--- src/sv/mwt_pkg.sv ---
`default_nettype none
package mwt_pkg;

    localparam int WINDOW = 4;
    localparam int CNT_W  = $clog2(WINDOW + 1);
    localparam int IDX_W  = (WINDOW > 1) ? $clog2(WINDOW) : 1;

    localparam int PADDR_W = 3;
    localparam logic [PADDR_W-1:0] ADDR_TOTAL   = 3'd0;
    localparam logic [PADDR_W-1:0] ADDR_TIMEOUT = 3'd4;

    localparam logic [15:0] TOTAL_RST   = 16'd0;
    localparam logic [23:0] TIMEOUT_RST = 24'd3000;

    typedef enum logic [2:0] {
        OP_START  = 3'd0,
        OP_STOP   = 3'd1,
        OP_TOGGLE = 3'd2,
        OP_DONE   = 3'd3,
        OP_CANCEL = 3'd4,
        OP_TICK   = 3'd5
    } t_op;

    typedef enum logic [1:0] {
        KIND_ISSUE  = 2'd0,
        KIND_POS    = 2'd1,
        KIND_STOP   = 2'd2,
        KIND_STATUS = 2'd3
    } t_kind;

    typedef struct packed {
        logic [2:0]         opcode;
        logic signed [15:0] from_unit;
        logic [15:0]        reply_mark;
        logic               speech_ok;
    } t_req;

    typedef struct packed {
        logic [1:0]  kind;
        logic [15:0] unit_index;
        logic [15:0] unit_mark;
        logic        interrupt_flag;
        logic        consumed;
        logic        reading;
        logic        last;
    } t_res;

    typedef struct packed {
        logic [15:0] mark;
        logic [15:0] unit;
    } t_entry;

    typedef struct packed {
        logic shift;
        logic load;
    } t_cell_ctl;

endpackage
`default_nettype wire

--- src/sv/mwt_cell.sv ---
`default_nettype none
module mwt_cell (
    input  wire logic              i_clk,
    input  wire mwt_pkg::t_cell_ctl i_ctl,
    input  wire mwt_pkg::t_entry   i_next,
    input  wire mwt_pkg::t_entry   i_load,
    input  wire logic [15:0]       i_reply_mark,
    output mwt_pkg::t_entry        o_entry,
    output logic                   o_match
);
    import mwt_pkg::*;

    t_entry r_entry;

    // shift towards the head has priority, loading only happens while filling
    always_ff @(posedge i_clk) begin
        if (i_ctl.shift) begin
            r_entry <= i_next;
        end else if (i_ctl.load) begin
            r_entry <= i_load;
        end
    end

    assign o_entry = r_entry;
    assign o_match = (r_entry.mark == i_reply_mark);

endmodule
`default_nettype wire

--- src/sv/marked_unit_window_tracker.sv ---
// busy stays high until the status result shows; a new request is taken while status shows
// one request at a time, set by the sequencer stepping the cell chain
// one result per cycle at most, each shown for a single cycle on o_res_valid; receiver cannot stall
// the status result is always the last one of a request
// synchronous active-low reset clears control state and loads register reset values
`default_nettype none
module marked_unit_window_tracker (
    input  wire logic                          i_clk,
    input  wire logic                          i_rst_n,
    input  wire logic                          start,
    output logic                               busy,
    input  wire mwt_pkg::t_req                 i_req,
    output logic                               o_res_valid,
    output mwt_pkg::t_res                      o_res,
    input  wire logic                          psel,
    input  wire logic                          penable,
    input  wire logic                          pwrite,
    input  wire logic [mwt_pkg::PADDR_W-1:0]   paddr,
    input  wire logic [31:0]                   pwdata,
    output logic [31:0]                        prdata,
    output logic                               pready
);
    import mwt_pkg::*;

    typedef enum logic [6:0] {
        S_IDLE   = 7'b0000001,
        S_DECODE = 7'b0000010,
        S_SHIFT  = 7'b0000100,
        S_HEAD   = 7'b0001000,
        S_FILL   = 7'b0010000,
        S_POS    = 7'b0100000,
        S_STATUS = 7'b1000000
    } t_state;

    // configuration
    logic [15:0] r_total;
    logic [23:0] r_timeout;
    logic        cfg_wr;

    assign pready = 1'b1;
    assign cfg_wr = psel & penable & pwrite;

    always_ff @(posedge i_clk) begin
        if (!i_rst_n) begin
            r_total   <= TOTAL_RST;
            r_timeout <= TIMEOUT_RST;
        end else if (cfg_wr) begin
            if (paddr == ADDR_TOTAL) begin
                r_total <= pwdata[15:0];
            end
            if (paddr == ADDR_TIMEOUT) begin
                r_timeout <= pwdata[23:0];
            end
        end
    end

    always_comb begin
        unique case (paddr)
            ADDR_TOTAL:   prdata = {16'd0, r_total};
            ADDR_TIMEOUT: prdata = {8'd0, r_timeout};
            default:      prdata = 32'd0;
        endcase
    end

    // control state
    t_state           r_state, n_state;
    t_req             r_req;
    logic             r_active, n_active;
    logic [15:0]      r_next_pos, n_next_pos;
    logic [15:0]      r_mark, n_mark;
    logic [CNT_W-1:0] r_count, n_count;
    logic [23:0]      r_ticks, n_ticks;
    logic [CNT_W-1:0] r_shift, n_shift;
    logic [15:0]      r_from, n_from;
    logic             r_intr, n_intr;
    logic             r_is_start, n_is_start;
    logic             r_cons, n_cons;
    logic             r_out_valid, n_out_valid;
    t_res             r_out, n_out;

    // cell chain
    t_entry    cell_q   [WINDOW];
    logic      cell_hit [WINDOW];
    t_cell_ctl cell_ctl [WINDOW];
    t_entry    load_entry;
    logic      do_shift;
    logic      do_load;

    genvar g;
    generate
        for (g = 0; g < WINDOW; g++) begin : g_cell
            t_entry nb;
            if (g == WINDOW - 1) begin : g_tail
                assign nb = '0;
            end else begin : g_mid
                assign nb = cell_q[g+1];
            end
            assign cell_ctl[g].shift = do_shift;
            assign cell_ctl[g].load  = do_load && (r_count == CNT_W'(g));
            mwt_cell u_cell (
                .i_clk        (i_clk),
                .i_ctl        (cell_ctl[g]),
                .i_next       (nb),
                .i_load       (load_entry),
                .i_reply_mark (r_req.reply_mark),
                .o_entry      (cell_q[g]),
                .o_match      (cell_hit[g])
            );
        end
    endgenerate

    // first outstanding entry carrying the reply mark
    logic             hit;
    logic [IDX_W-1:0] hit_idx;
    always_comb begin
        hit     = 1'b0;
        hit_idx = '0;
        for (int i = WINDOW - 1; i >= 0; i--) begin
            if (cell_hit[i] && (CNT_W'(i) < r_count)) begin
                hit     = 1'b1;
                hit_idx = IDX_W'(i);
            end
        end
    end

    logic [15:0] mark_inc;
    logic [15:0] from_clamped;
    logic        go_start;
    logic        go_stop;

    always_comb begin
        mark_inc = r_mark + 16'd1;
        if (mark_inc == 16'd0) begin
            mark_inc = 16'd1;
        end
    end

    assign from_clamped = r_req.from_unit[15] ? 16'd0 : r_req.from_unit;
    assign load_entry   = '{mark: mark_inc, unit: r_next_pos};
    assign go_start = (r_req.opcode == OP_START) || (r_req.opcode == OP_TOGGLE && !r_active);
    assign go_stop  = (r_req.opcode == OP_STOP) || (r_req.opcode == OP_TOGGLE && r_active);

    always_comb begin
        n_state     = r_state;
        n_active    = r_active;
        n_next_pos  = r_next_pos;
        n_mark      = r_mark;
        n_count     = r_count;
        n_ticks     = r_ticks;
        n_shift     = r_shift;
        n_from      = r_from;
        n_intr      = r_intr;
        n_is_start  = r_is_start;
        n_cons      = r_cons;
        n_out_valid = 1'b0;
        n_out       = r_out;
        do_shift    = 1'b0;
        do_load     = 1'b0;

        unique case (r_state)
            S_IDLE: begin
                if (start) begin
                    n_state = S_DECODE;
                end
            end
            S_DECODE: begin
                n_cons     = 1'b0;
                n_is_start = 1'b0;
                n_state    = S_STATUS;
                if (go_start) begin
                    n_active   = 1'b1;
                    n_count    = '0;
                    n_next_pos = from_clamped;
                    n_from     = from_clamped;
                    n_intr     = 1'b1;
                    n_is_start = 1'b1;
                    n_state    = S_FILL;
                end else if (go_stop) begin
                    if (r_active) begin
                        n_active    = 1'b0;
                        n_count     = '0;
                        n_out_valid = 1'b1;
                        n_out       = '0;
                        n_out.kind  = KIND_STOP;
                    end
                end else if (r_req.opcode == OP_DONE || r_req.opcode == OP_CANCEL) begin
                    if (r_active && hit) begin
                        n_cons = 1'b1;
                        if (r_req.opcode == OP_CANCEL) begin
                            n_active = 1'b0;
                            n_count  = '0;
                        end else begin
                            n_shift = CNT_W'(hit_idx) + CNT_W'(1);
                            n_intr  = 1'b0;
                            n_state = S_SHIFT;
                        end
                    end
                end else if (r_req.opcode == OP_TICK) begin
                    if (r_active) begin
                        if (r_ticks == 24'd0) begin
                            n_active = 1'b0;
                            n_count  = '0;
                        end else begin
                            n_ticks = r_ticks - 24'd1;
                        end
                    end
                end
            end
            S_SHIFT: begin
                // retire one entry per cycle up to the matched one
                do_shift = 1'b1;
                n_count  = r_count - CNT_W'(1);
                n_shift  = r_shift - CNT_W'(1);
                if (r_shift == CNT_W'(1)) begin
                    n_state = S_HEAD;
                end
            end
            S_HEAD: begin
                if (r_count != '0) begin
                    n_out_valid      = 1'b1;
                    n_out            = '0;
                    n_out.kind       = KIND_POS;
                    n_out.unit_index = cell_q[0].unit;
                end
                n_state = S_FILL;
            end
            S_FILL: begin
                if (!r_active || r_count == CNT_W'(WINDOW) || r_next_pos >= r_total) begin
                    if (r_count == '0) begin
                        n_active = 1'b0;
                    end
                    n_state = r_is_start ? S_POS : S_STATUS;
                end else begin
                    n_mark = mark_inc;
                    if (!r_req.speech_ok) begin
                        // refused issue still uses up a mark
                        n_active = 1'b0;
                        n_count  = '0;
                        n_state  = r_is_start ? S_POS : S_STATUS;
                    end else begin
                        do_load              = 1'b1;
                        n_out_valid          = 1'b1;
                        n_out                = '0;
                        n_out.kind           = KIND_ISSUE;
                        n_out.unit_index     = r_next_pos;
                        n_out.unit_mark      = mark_inc;
                        n_out.interrupt_flag = r_intr;
                        n_intr               = 1'b0;
                        n_count              = r_count + CNT_W'(1);
                        n_next_pos           = r_next_pos + 16'd1;
                        n_ticks              = r_timeout;
                    end
                end
            end
            S_POS: begin
                if (r_active) begin
                    n_out_valid      = 1'b1;
                    n_out            = '0;
                    n_out.kind       = KIND_POS;
                    n_out.unit_index = r_from;
                end
                n_state = S_STATUS;
            end
            S_STATUS: begin
                n_out_valid    = 1'b1;
                n_out          = '0;
                n_out.kind     = KIND_STATUS;
                n_out.consumed = r_cons;
                n_out.reading  = r_active;
                n_out.last     = 1'b1;
                n_state        = S_IDLE;
            end
            default: begin
                n_state = S_IDLE;
            end
        endcase
    end

    always_ff @(posedge i_clk) begin
        if (!i_rst_n) begin
            r_state     <= S_IDLE;
            r_active    <= 1'b0;
            r_next_pos  <= '0;
            r_mark      <= '0;
            r_count     <= '0;
            r_ticks     <= '0;
            r_shift     <= '0;
            r_intr      <= 1'b0;
            r_is_start  <= 1'b0;
            r_cons      <= 1'b0;
            r_out_valid <= 1'b0;
        end else begin
            r_state     <= n_state;
            r_active    <= n_active;
            r_next_pos  <= n_next_pos;
            r_mark      <= n_mark;
            r_count     <= n_count;
            r_ticks     <= n_ticks;
            r_shift     <= n_shift;
            r_intr      <= n_intr;
            r_is_start  <= n_is_start;
            r_cons      <= n_cons;
            r_out_valid <= n_out_valid;
        end
    end

    // payload registers
    always_ff @(posedge i_clk) begin
        r_from <= n_from;
        r_out  <= n_out;
        if (r_state == S_IDLE && start) begin
            r_req <= i_req;
        end
    end

    assign busy        = (r_state != S_IDLE);
    assign o_res_valid = r_out_valid;
    assign o_res       = r_out;

endmodule
`default_nettype wire
--- config.mk ---
export PLATFORM = sky130hd
export DESIGN_NAME = marked_unit_window_tracker
export DESIGN_NICKNAME = d
export VERILOG_FILES = /design/src/sv/mwt_pkg.sv /design/src/sv/mwt_cell.sv /design/src/sv/marked_unit_window_tracker.sv
export SDC_FILE = /design/constraint.sdc
export NUM_CORES = 1
export LEC_CHECK = 0
export BUFFER_PORTS_ARGS = -buffer_cell sky130_fd_sc_hd__buf_2
export CORE_MARGIN = 4
export CORE_UTILIZATION = 30
export CTS_CLUSTER_DIAMETER = 150
export DETAILED_ROUTE_END_ITERATION = 7
export PLACE_DENSITY = 0.43
export SLEW_MARGIN = 0
export SYNTH_ARGS = -nofsm -noshare
export SYNTH_HDL_FRONTEND = slang
export SYNTH_HIERARCHICAL = 1
export SYNTH_SLANG_ARGS = --single-unit
--- constraint.sdc ---
create_clock -name i_clk -period 4.3 [get_ports i_clk]
set_input_delay 0.43 -clock i_clk [delete_from_list [all_inputs] [get_ports i_clk]]
set_output_delay 0.43 -clock i_clk [all_outputs]
set_load 0.01 [all_outputs]
# After elaboration in Yosys (flattened, before gate mapping)
# Cells that the tools add are included.
# word_totals
reg_bits,332
elab_cells,244
# op_classes
addsub,7
magnitude_cmp,5
n_eq_ne,52
mux,101
n_bitwise,3
n_reduce_logical,43
# ops
operator,count
$mux 38,7
$mux 24,8
$mux 32,6
$pmux 38 s5,1
$pmux 24 s2,2
$mux 7,10
$eq 16x16->1,4
$mux 16,4
$mux 3,16
$pmux 7 s6,1
$mux 1,35
$ne 2x2->1 const B,17
$add 16x1->16 const B,2
$pmux 16 s2,1
$ne 5x5->1 const B,5
$logic_not 24->1,1
$sub 24x1->24 const B,1
$ne 3x3->1 const B,6
$ge 16x16->1,1
$logic_not 16->1,1
$reduce_and 8->1,2
$mux 15,1
$eq 3x2->1 const B,4
$eq 3x3->1 const B,4
other kinds (35),71

# Logic depth before layout (Yosys ltp)
# Gate-level depths: netlist of the first run.
# logic_depth
ltp_word,13
mapped_depth,10
ltp_nobuf,10

# Cells and area by module
# The synthesis of the first run kept the hierarchy.
# modules_own_cells
module,n_inst,cells_per_inst,area_per_inst_um2
marked_unit_window_tracker,1,1182,10691.5
mwt_cell,4,90,1685.4

# Least setup slack after synthesis of the first run
# No wires, ideal clock.
# synth_timing
path_kind,register to register
from,register r_next_pos[0]
to,"register r_out, in the netlist o_res[0] (enable)"
setup_time_ps,447
t_arrival_ps,3780
required_ps,3853
path_slack_ps,73
path_stages_with_launch,9
period_less_slack_ps,4227
path_cell_list,dfxtp_1 > inv_1 > ha_1 > nand2b_1 > a2111oi_4 > o32a_1 > buf_2 > nand3_1 > a21oi_1
# synth_via
elab_chain_cells,4
# synth_lines
item,line_no,source
start: declaration,marked_unit_window_tracker.sv:69,"logic [15:0] r_next_pos, n_next_pos;"
start signal: assignment,marked_unit_window_tracker.sv:295,r_next_pos <= n_next_pos;
$ge 16x16->1,marked_unit_window_tracker.sv:228,if (!r_active || r_count == CNT_W'(WINDOW) || r_next_pos >= r_total) begin
$logic_or 1x1->1,marked_unit_window_tracker.sv:228,
$ne 2x2->1 (no line),-,
$reduce_and 8->1 (no line),-,
end signal: assignment,marked_unit_window_tracker.sv:310,r_out <= n_out;
end: declaration,marked_unit_window_tracker.sv:79,"t_res r_out, n_out;"
# No other way between the ends.
# A chain may end at the register's enable or synchronous reset.

==> flow_summary.ini, run 1 <==
[placement]
placed_cells = 2413
dp_hpwl_um = 33400
port_buffers = 132
routabilityCongestion = 0.813
place_area_mm2 = 0.0188

[critical_path]
required_ns = 4.53
cpMaxStageDelayCell = or3_4
cp-end-kind = flop
crit_chain = inv_1 -> ha_1 -> nand2b_1 -> a2111oi_4 -> o32ai_4 -> or3_4 -> nor4_1 -> or2_1 -> buf_12
cp_max_fo = 32
worstPathArrival_ns = 3.65
path_class = reg2reg
cp_slowest_stage_delay_ns = 0.60
worstSetupStartpointType = flop

[route]
wl_met2_um = 23500
wl_met1_um = 23400
highest_layer = met4
wl_met3_um = 2100
drtPass1Iterations = 5
vias = 12300
routed_via_density = 4.93
avgRoutedWirePerCell_um = 20.0
drt_iter0_markers = 880
drt-total-wl_um = 49700
drcViolationCount = 0
drtAntennaViolNets = 0

[cells_and_area]
utilization_pct = 35.0
fin_area_mm2 = 0.0202
finalNonFillerCells = 2490
drive_above_1_share_pct = 22.8
area_growth_pct = 15.6
antenna_cells = 0
final_nets = 1796

[clock_tree]
cts_resized = 0
clk_latency_ns = 0.56
cts_tree = yes
post-cts-setup-buffer-count = 0
cts_htree_levels = 2
clk_pin_slew_worst_paths_ns = 0.06
clk_path_buf_depth = 3
cts_made_buffers = 42
clock-sinks = 331
cts_hold_buf = 0
root_buffer = clkbuf_16

[sta]
hold_violations = 0
report.final.setup_viol = 0
clock_skew_ns = 0.0232
finalMaxSlewViolations = 0
layout_min_cycle_time_ns = 3.42
holdWs_ns = 0.0419
fmax_mhz = 292
maxSlewHeadroom_pct = 33.4
finalSetupTns_ns = 0
grt_setup_unrepaired = false
finalCritPeriodShare_pct = 79.5
timing_worst_slew_pin_value_ns = 0.999

[pwr]
power_density_mw_per_mm2 = 356
pwr-share-seq_pct = 48.3
irDropWorstVdd_mv = 0.239
intPower_uw = 5540
switchingPower_uw = 1630
swShare_pct = 22.8
power_frac_clock_pct = 47.5
p_leak_uw = 0.00734
p_comb_share_pct = 4.2

[grt]
grt_pass1_vias = 12300
grt.total_usage_pct = 15.4
grt_max_degree = 73
grt_pass1_wl_um = 75400
gr-total-overflow = 0
antenna_found_initial = 1

[logic_synthesis]
ys_warn_count = 6
synth_cells = 1542
avgSynthCellArea_um2 = 11.3
netlist_top_cells_area = edfxtp_1, dfxtp_1, mux2_4
synth_edf_count = 217
synth-seq-cells = 331
synth_top_area_share_pct = 37.4
ys_types = 87
yosysTopAreaCell = edfxtp_1
synthTopCellsByCount = edfxtp_1, nand2_1, a21oi_1
synth.most_common_cell = edfxtp_1
synth-async-reset-ratio_pct = 0
yosysSeqAreaShare_pct = 50.5
netlist_area_mm2 = 0.0174
synth_ff_type = edfxtp_1

[flow_run]
cap_violations = 0

[die]
start_util_pct = 30.3
die_area_mm2 = 0.0620
num_io_pins = 150
core-area_mm2 = 0.0576
die_w_um = 249
rows = 88
die_h_um = 249

[hold_path]
hold_path_class = in2reg

[run_status]
status = finished clean
==> final timing paths <==
| path | start | endpoint | slack (ns) | cells after the start |
|---|---|---|---|---|
| hold / removal | i_req[16] | r_req[16] | 0.04 | 1 |
| setup reg to reg | r_next_pos[0] | g_cell[3].u_cell/o_entry[16] | 0.88 | 9 |
| setup / recovery | r_next_pos[0] | g_cell[3].u_cell/o_entry[16] | 0.88 | 9 |
| hold reg to reg | r_is_start | r_state[5] | 0.44 | 2 |
==> kinds of logic after synthesis <==
family          after synthesis  synth area share (%)
compound gates              290                  11.1
simple gates                512                  15.1
xor+xnor                     90                  4.52
other cells                   2                0.0431
flops                       331                  50.5
mux                         141                  11.5
buf+inv                     149                  5.37
fa+ha+maj                    27                  1.94
==> flip-flops by register name, indices dropped and copies added (netlist names), 3 cells and up <==
| name | flops |
|---|---|
| o_res | 38 |
| r_state | 7 |
| r_shift | 3 |
| r_mark | 16 |
| r_count | 3 |
| r_next_pos | 16 |
| r_total | 16 |
| g_cell.u_cell/o_entry | 128 |
| r_ticks | 24 |
| r_from | 15 |
| r_req | 36 |
| r_timeout | 24 |
==> cell usage in the layout (no fill, tap or decap), types with 6 or more instances in the layout <==
cell type and n:
dfxtp_1 114, ha_1 27, and3_1 11, and2_1 29, xor2_1 15, or3_1 11, o32ai_1 22, mux2i_1 10
o31ai_1 7, buf_2 132, nor4_1 16, a21oi_1 116, nand2b_1 7, clkinv_2 6, nand3_1 33, buf_4 31
a22oi_1 20, edfxtp_1 217, nor2b_1 17, clkbuf_16 43, xnor2_1 75, o21a_1 7, clkinv_1 10, nor3_1 27
mux2_4 116, nor3b_1 8, a22o_1 18, inv_1 44, nor2_1 65, nand4_1 38, mux2_2 15, o21ai_0 37
conb_1 41, nor4_2 6, o22ai_1 9, buf_12 7, clkbuf_1 11, nand2_1 198
==> layout make-up <==
cell class	instances	area, um^2
Fill cell	5783	37400
Sequential cell	331	8800
Multi-Input combinational cell	1101	7880
Clock buffer	54	1120
Timing Repair Buffer	170	1030
Tap cell	765	957
Clock inverter	23	190
Inverter	46	178
==> metal layers <==
metal  vias up  track usage [%]
met5         -                0
met4         0             3.14
met3        52             2.79
met2       240             25.6
met1      6045             21.2
li1       5937                -
==> power by group through the flow <==
| stage | clock (uW) | sequential (uW) | combinational (uW) |
|---|---|---|---|
| after CTS | 3520 | 3470 | 308 |
| after global placement | 0 | 3540 | 302 |
| after detailed placement | 0 | 3540 | 307 |
| after global routing | 3660 | 3480 | 330 |
| after floorplan | 0 | 3520 | 185 |
| final | 3410 | 3470 | 300 |
==> stage by stage <==
| stage | setup slack (ns) | total power (uW) |
|---|---|---|
| finish | 0.880 | 7180 |
| detailed placement | 0.879 | 3840 |
| global route | 0.673 | 7460 |
| CTS | 0.845 | 7300 |
| global placement | 0.915 | 3840 |
| floorplan | 0.0728 | 3700 |
==> worst max-delay path, delay by kind of cell, from the launching register on <==
kind	cells	cell delay, ns
buffers and inverters	2	0.41
adder cells (fa/ha/maj)	1	0.29
flip-flops	1	0.54
AO/OA/AOI/OAI	2	0.67
AND/OR/NAND/NOR	4	1.16
Power figures use the tool's default switching activity.
==> run 2, diff against run 1 <==
==> constraint.sdc (replaced) <==
create_clock -name i_clk -period 2.8 [get_ports i_clk]
set_input_delay 0.28 -clock i_clk [delete_from_list [all_inputs] [get_ports i_clk]]
set_output_delay 0.28 -clock i_clk [all_outputs]
set_load 0.01 [all_outputs]
==> flow_summary.ini, run 2 (synthesized netlist as in run 1, its figures left out) <==
[cells_and_area]
fin_area_mm2 = 0.0220
antenna_cells = 0
multiInputGateArea_mm2 = 0.00812
ff_latch_area_mm2 = 0.00881
drive_above_1_share_pct = 29.5
nFillCells = 5694
final_common_cell = edfxtp_1
layout_common_cells = edfxtp_1, nand2_1, buf_2
final_nets = 1965
area_growth_pct = 26.4
largest_register_ffs = 128
utilization_pct = 38.3

[grt]
grt_pass1_vias = 13100
grt.total_usage_pct = 16.1
antenna_found_initial = 0
grt_pass1_wl_um = 79500
grt_max_degree = 55
gr-total-overflow = 0

[placement]
place_area_mm2 = 0.0197
pre_cts_ws_ns = -0.166
routabilityCongestion = 0.807
port_buffers = 132
dp_hpwl_um = 35700

[critical_path]
worstSetupStartpointType = flop
worstPathArrival_ns = 3.25
required_ns = 3.29
crit_chain = xnor2_1 -> nand4_1 -> nor4_4 -> buf_4 -> a21oi_4 -> or4b_4 -> o21ai_2 -> o21ai_2 -> a211oi_2 -> buf_4 -> mux2i_1
path_class = reg2reg
crit_buf_inv = 2
cp_top_family = simple AND/OR/NAND/NOR gates
cp_max_fo = 3
cp-end-kind = flop
reg2reg_depth = 11
crit_cells = 11
cp_slowest_stage_delay_ns = 0.52
cpMaxStageDelayCell = or4b_4

[route]
drcViolationCount = 0
drt-total-wl_um = 51800
drtPass1Iterations = 5
routed_via_density = 4.86
drt_iter0_markers = 996
vias = 12900
avgRoutedWirePerCell_um = 19.5
drtAntennaViolNets = 0

[sta]
finalMaxSlewViolations = 0
fmax_mhz = 361
hold_violations = 0
finalSetupTns_ns = 0
setup_ws_ns = 0.0316
finalCritPeriodShare_pct = 98.9
grt_setup_unrepaired = true
holdWs_ns = 0.236
report.final.setup_viol = 0
maxSlewHeadroom_pct = 45.0
layout_min_cycle_time_ns = 2.77
timing_worst_slew_pin_value_ns = 0.820
clock_skew_ns = 0.0159

[die]
die_area_mm2 = 0.0620
die_w_um = 249
start_util_pct = 30.3
die_h_um = 249
rows = 88
num_io_pins = 150
core-area_mm2 = 0.0576

[clock_tree]
clk_latency_ns = 0.56
clk_path_buf_depth = 3
cts_tree = yes
cts_htree_levels = 2
cts_made_buffers = 41
clock-sinks = 331
root_buffer = clkbuf_16
clk_pin_slew_worst_paths_ns = 0.06

[hold_path]
hold_path_class = in2reg
min_delay_path_depth = 3

[pwr]
power_density_mw_per_mm2 = 522
irDropWorstVdd_mv = 0.289
p_leak_uw = 0.00833

[run_status]
status = finished clean

[flow_run]
cap_violations = 0
==> run 2: cell types whose count changed in the layout (fill, tap and decap cells not counted), sizes merged <==
| cell | delta |
|---|---|
| clkinvlp | -1 |
| bufinv | +3 |
| clkbuf | -3 |
| or2 | +3 |
| dlygate4sd3 | +61 |
| buf | +104 |
==> run 2: stage by stage <==
step / cells / power, uW
after global placement: 2506 / 5930
after detailed placement: 2506 / 5940
after global routing: 2657 / 11900
after CTS: 2652 / 11700
final: 2657 / 11500
after floorplan: 1581 / 5690
==> run 2: timing repair <==
item                                    CTS  global route
resized for setup                        13            36
cloned                                    3             2
endpoints found under the setup margin   38           120
setup buffers                             8             3
endpoints found under the hold margin    77             0
hold buffers                             61             0
pin swaps                                11            15
==> run 2: worst paths after layout <==
path | from | end | slack [ns]
setup / recovery | r_req[1] | r_count[2] | 0.03
hold / removal | i_rst_n | r_state[0] | 0.24
setup reg to reg | r_req[1] | r_count[2] | 0.03
hold reg to reg | r_is_start | r_state[5] | 0.44
==> run 2: metal layers <==
metal / up-vias / wire length, um / GRT usage, %
met4: 0 / 998 / 3.84
met5: - / 0 / 0
met2: 269 / 24500 / 26.5
met1: 6300 / 24200 / 22.4
met3: 65 / 2190 / 2.58
li1: 6278 / - / -
==> run 2: tightest hold or removal path: stages <==
cell and delay, ns:
buf_2 0.14, buf_4 0.23, o221ai_1 0.10
==> run 2: area by class of cell <==
type	count	share of cell area [%]
flip-flops and latches	331	40.0
multi-input cells	1104	36.8
repair buffers	337	11.6
clock buffers	49	5.03
well taps	765	4.34
clock inverters	25	1.37
inverters	46	0.806
==> run 2: where the power goes <==
part           internal (uW)  leakage, uW  total (uW)  switching [uW]
clock                   3390     0.000698        5590            2190
combinational            286      0.00469         622             336
sequential              5240      0.00295        5310            63.1
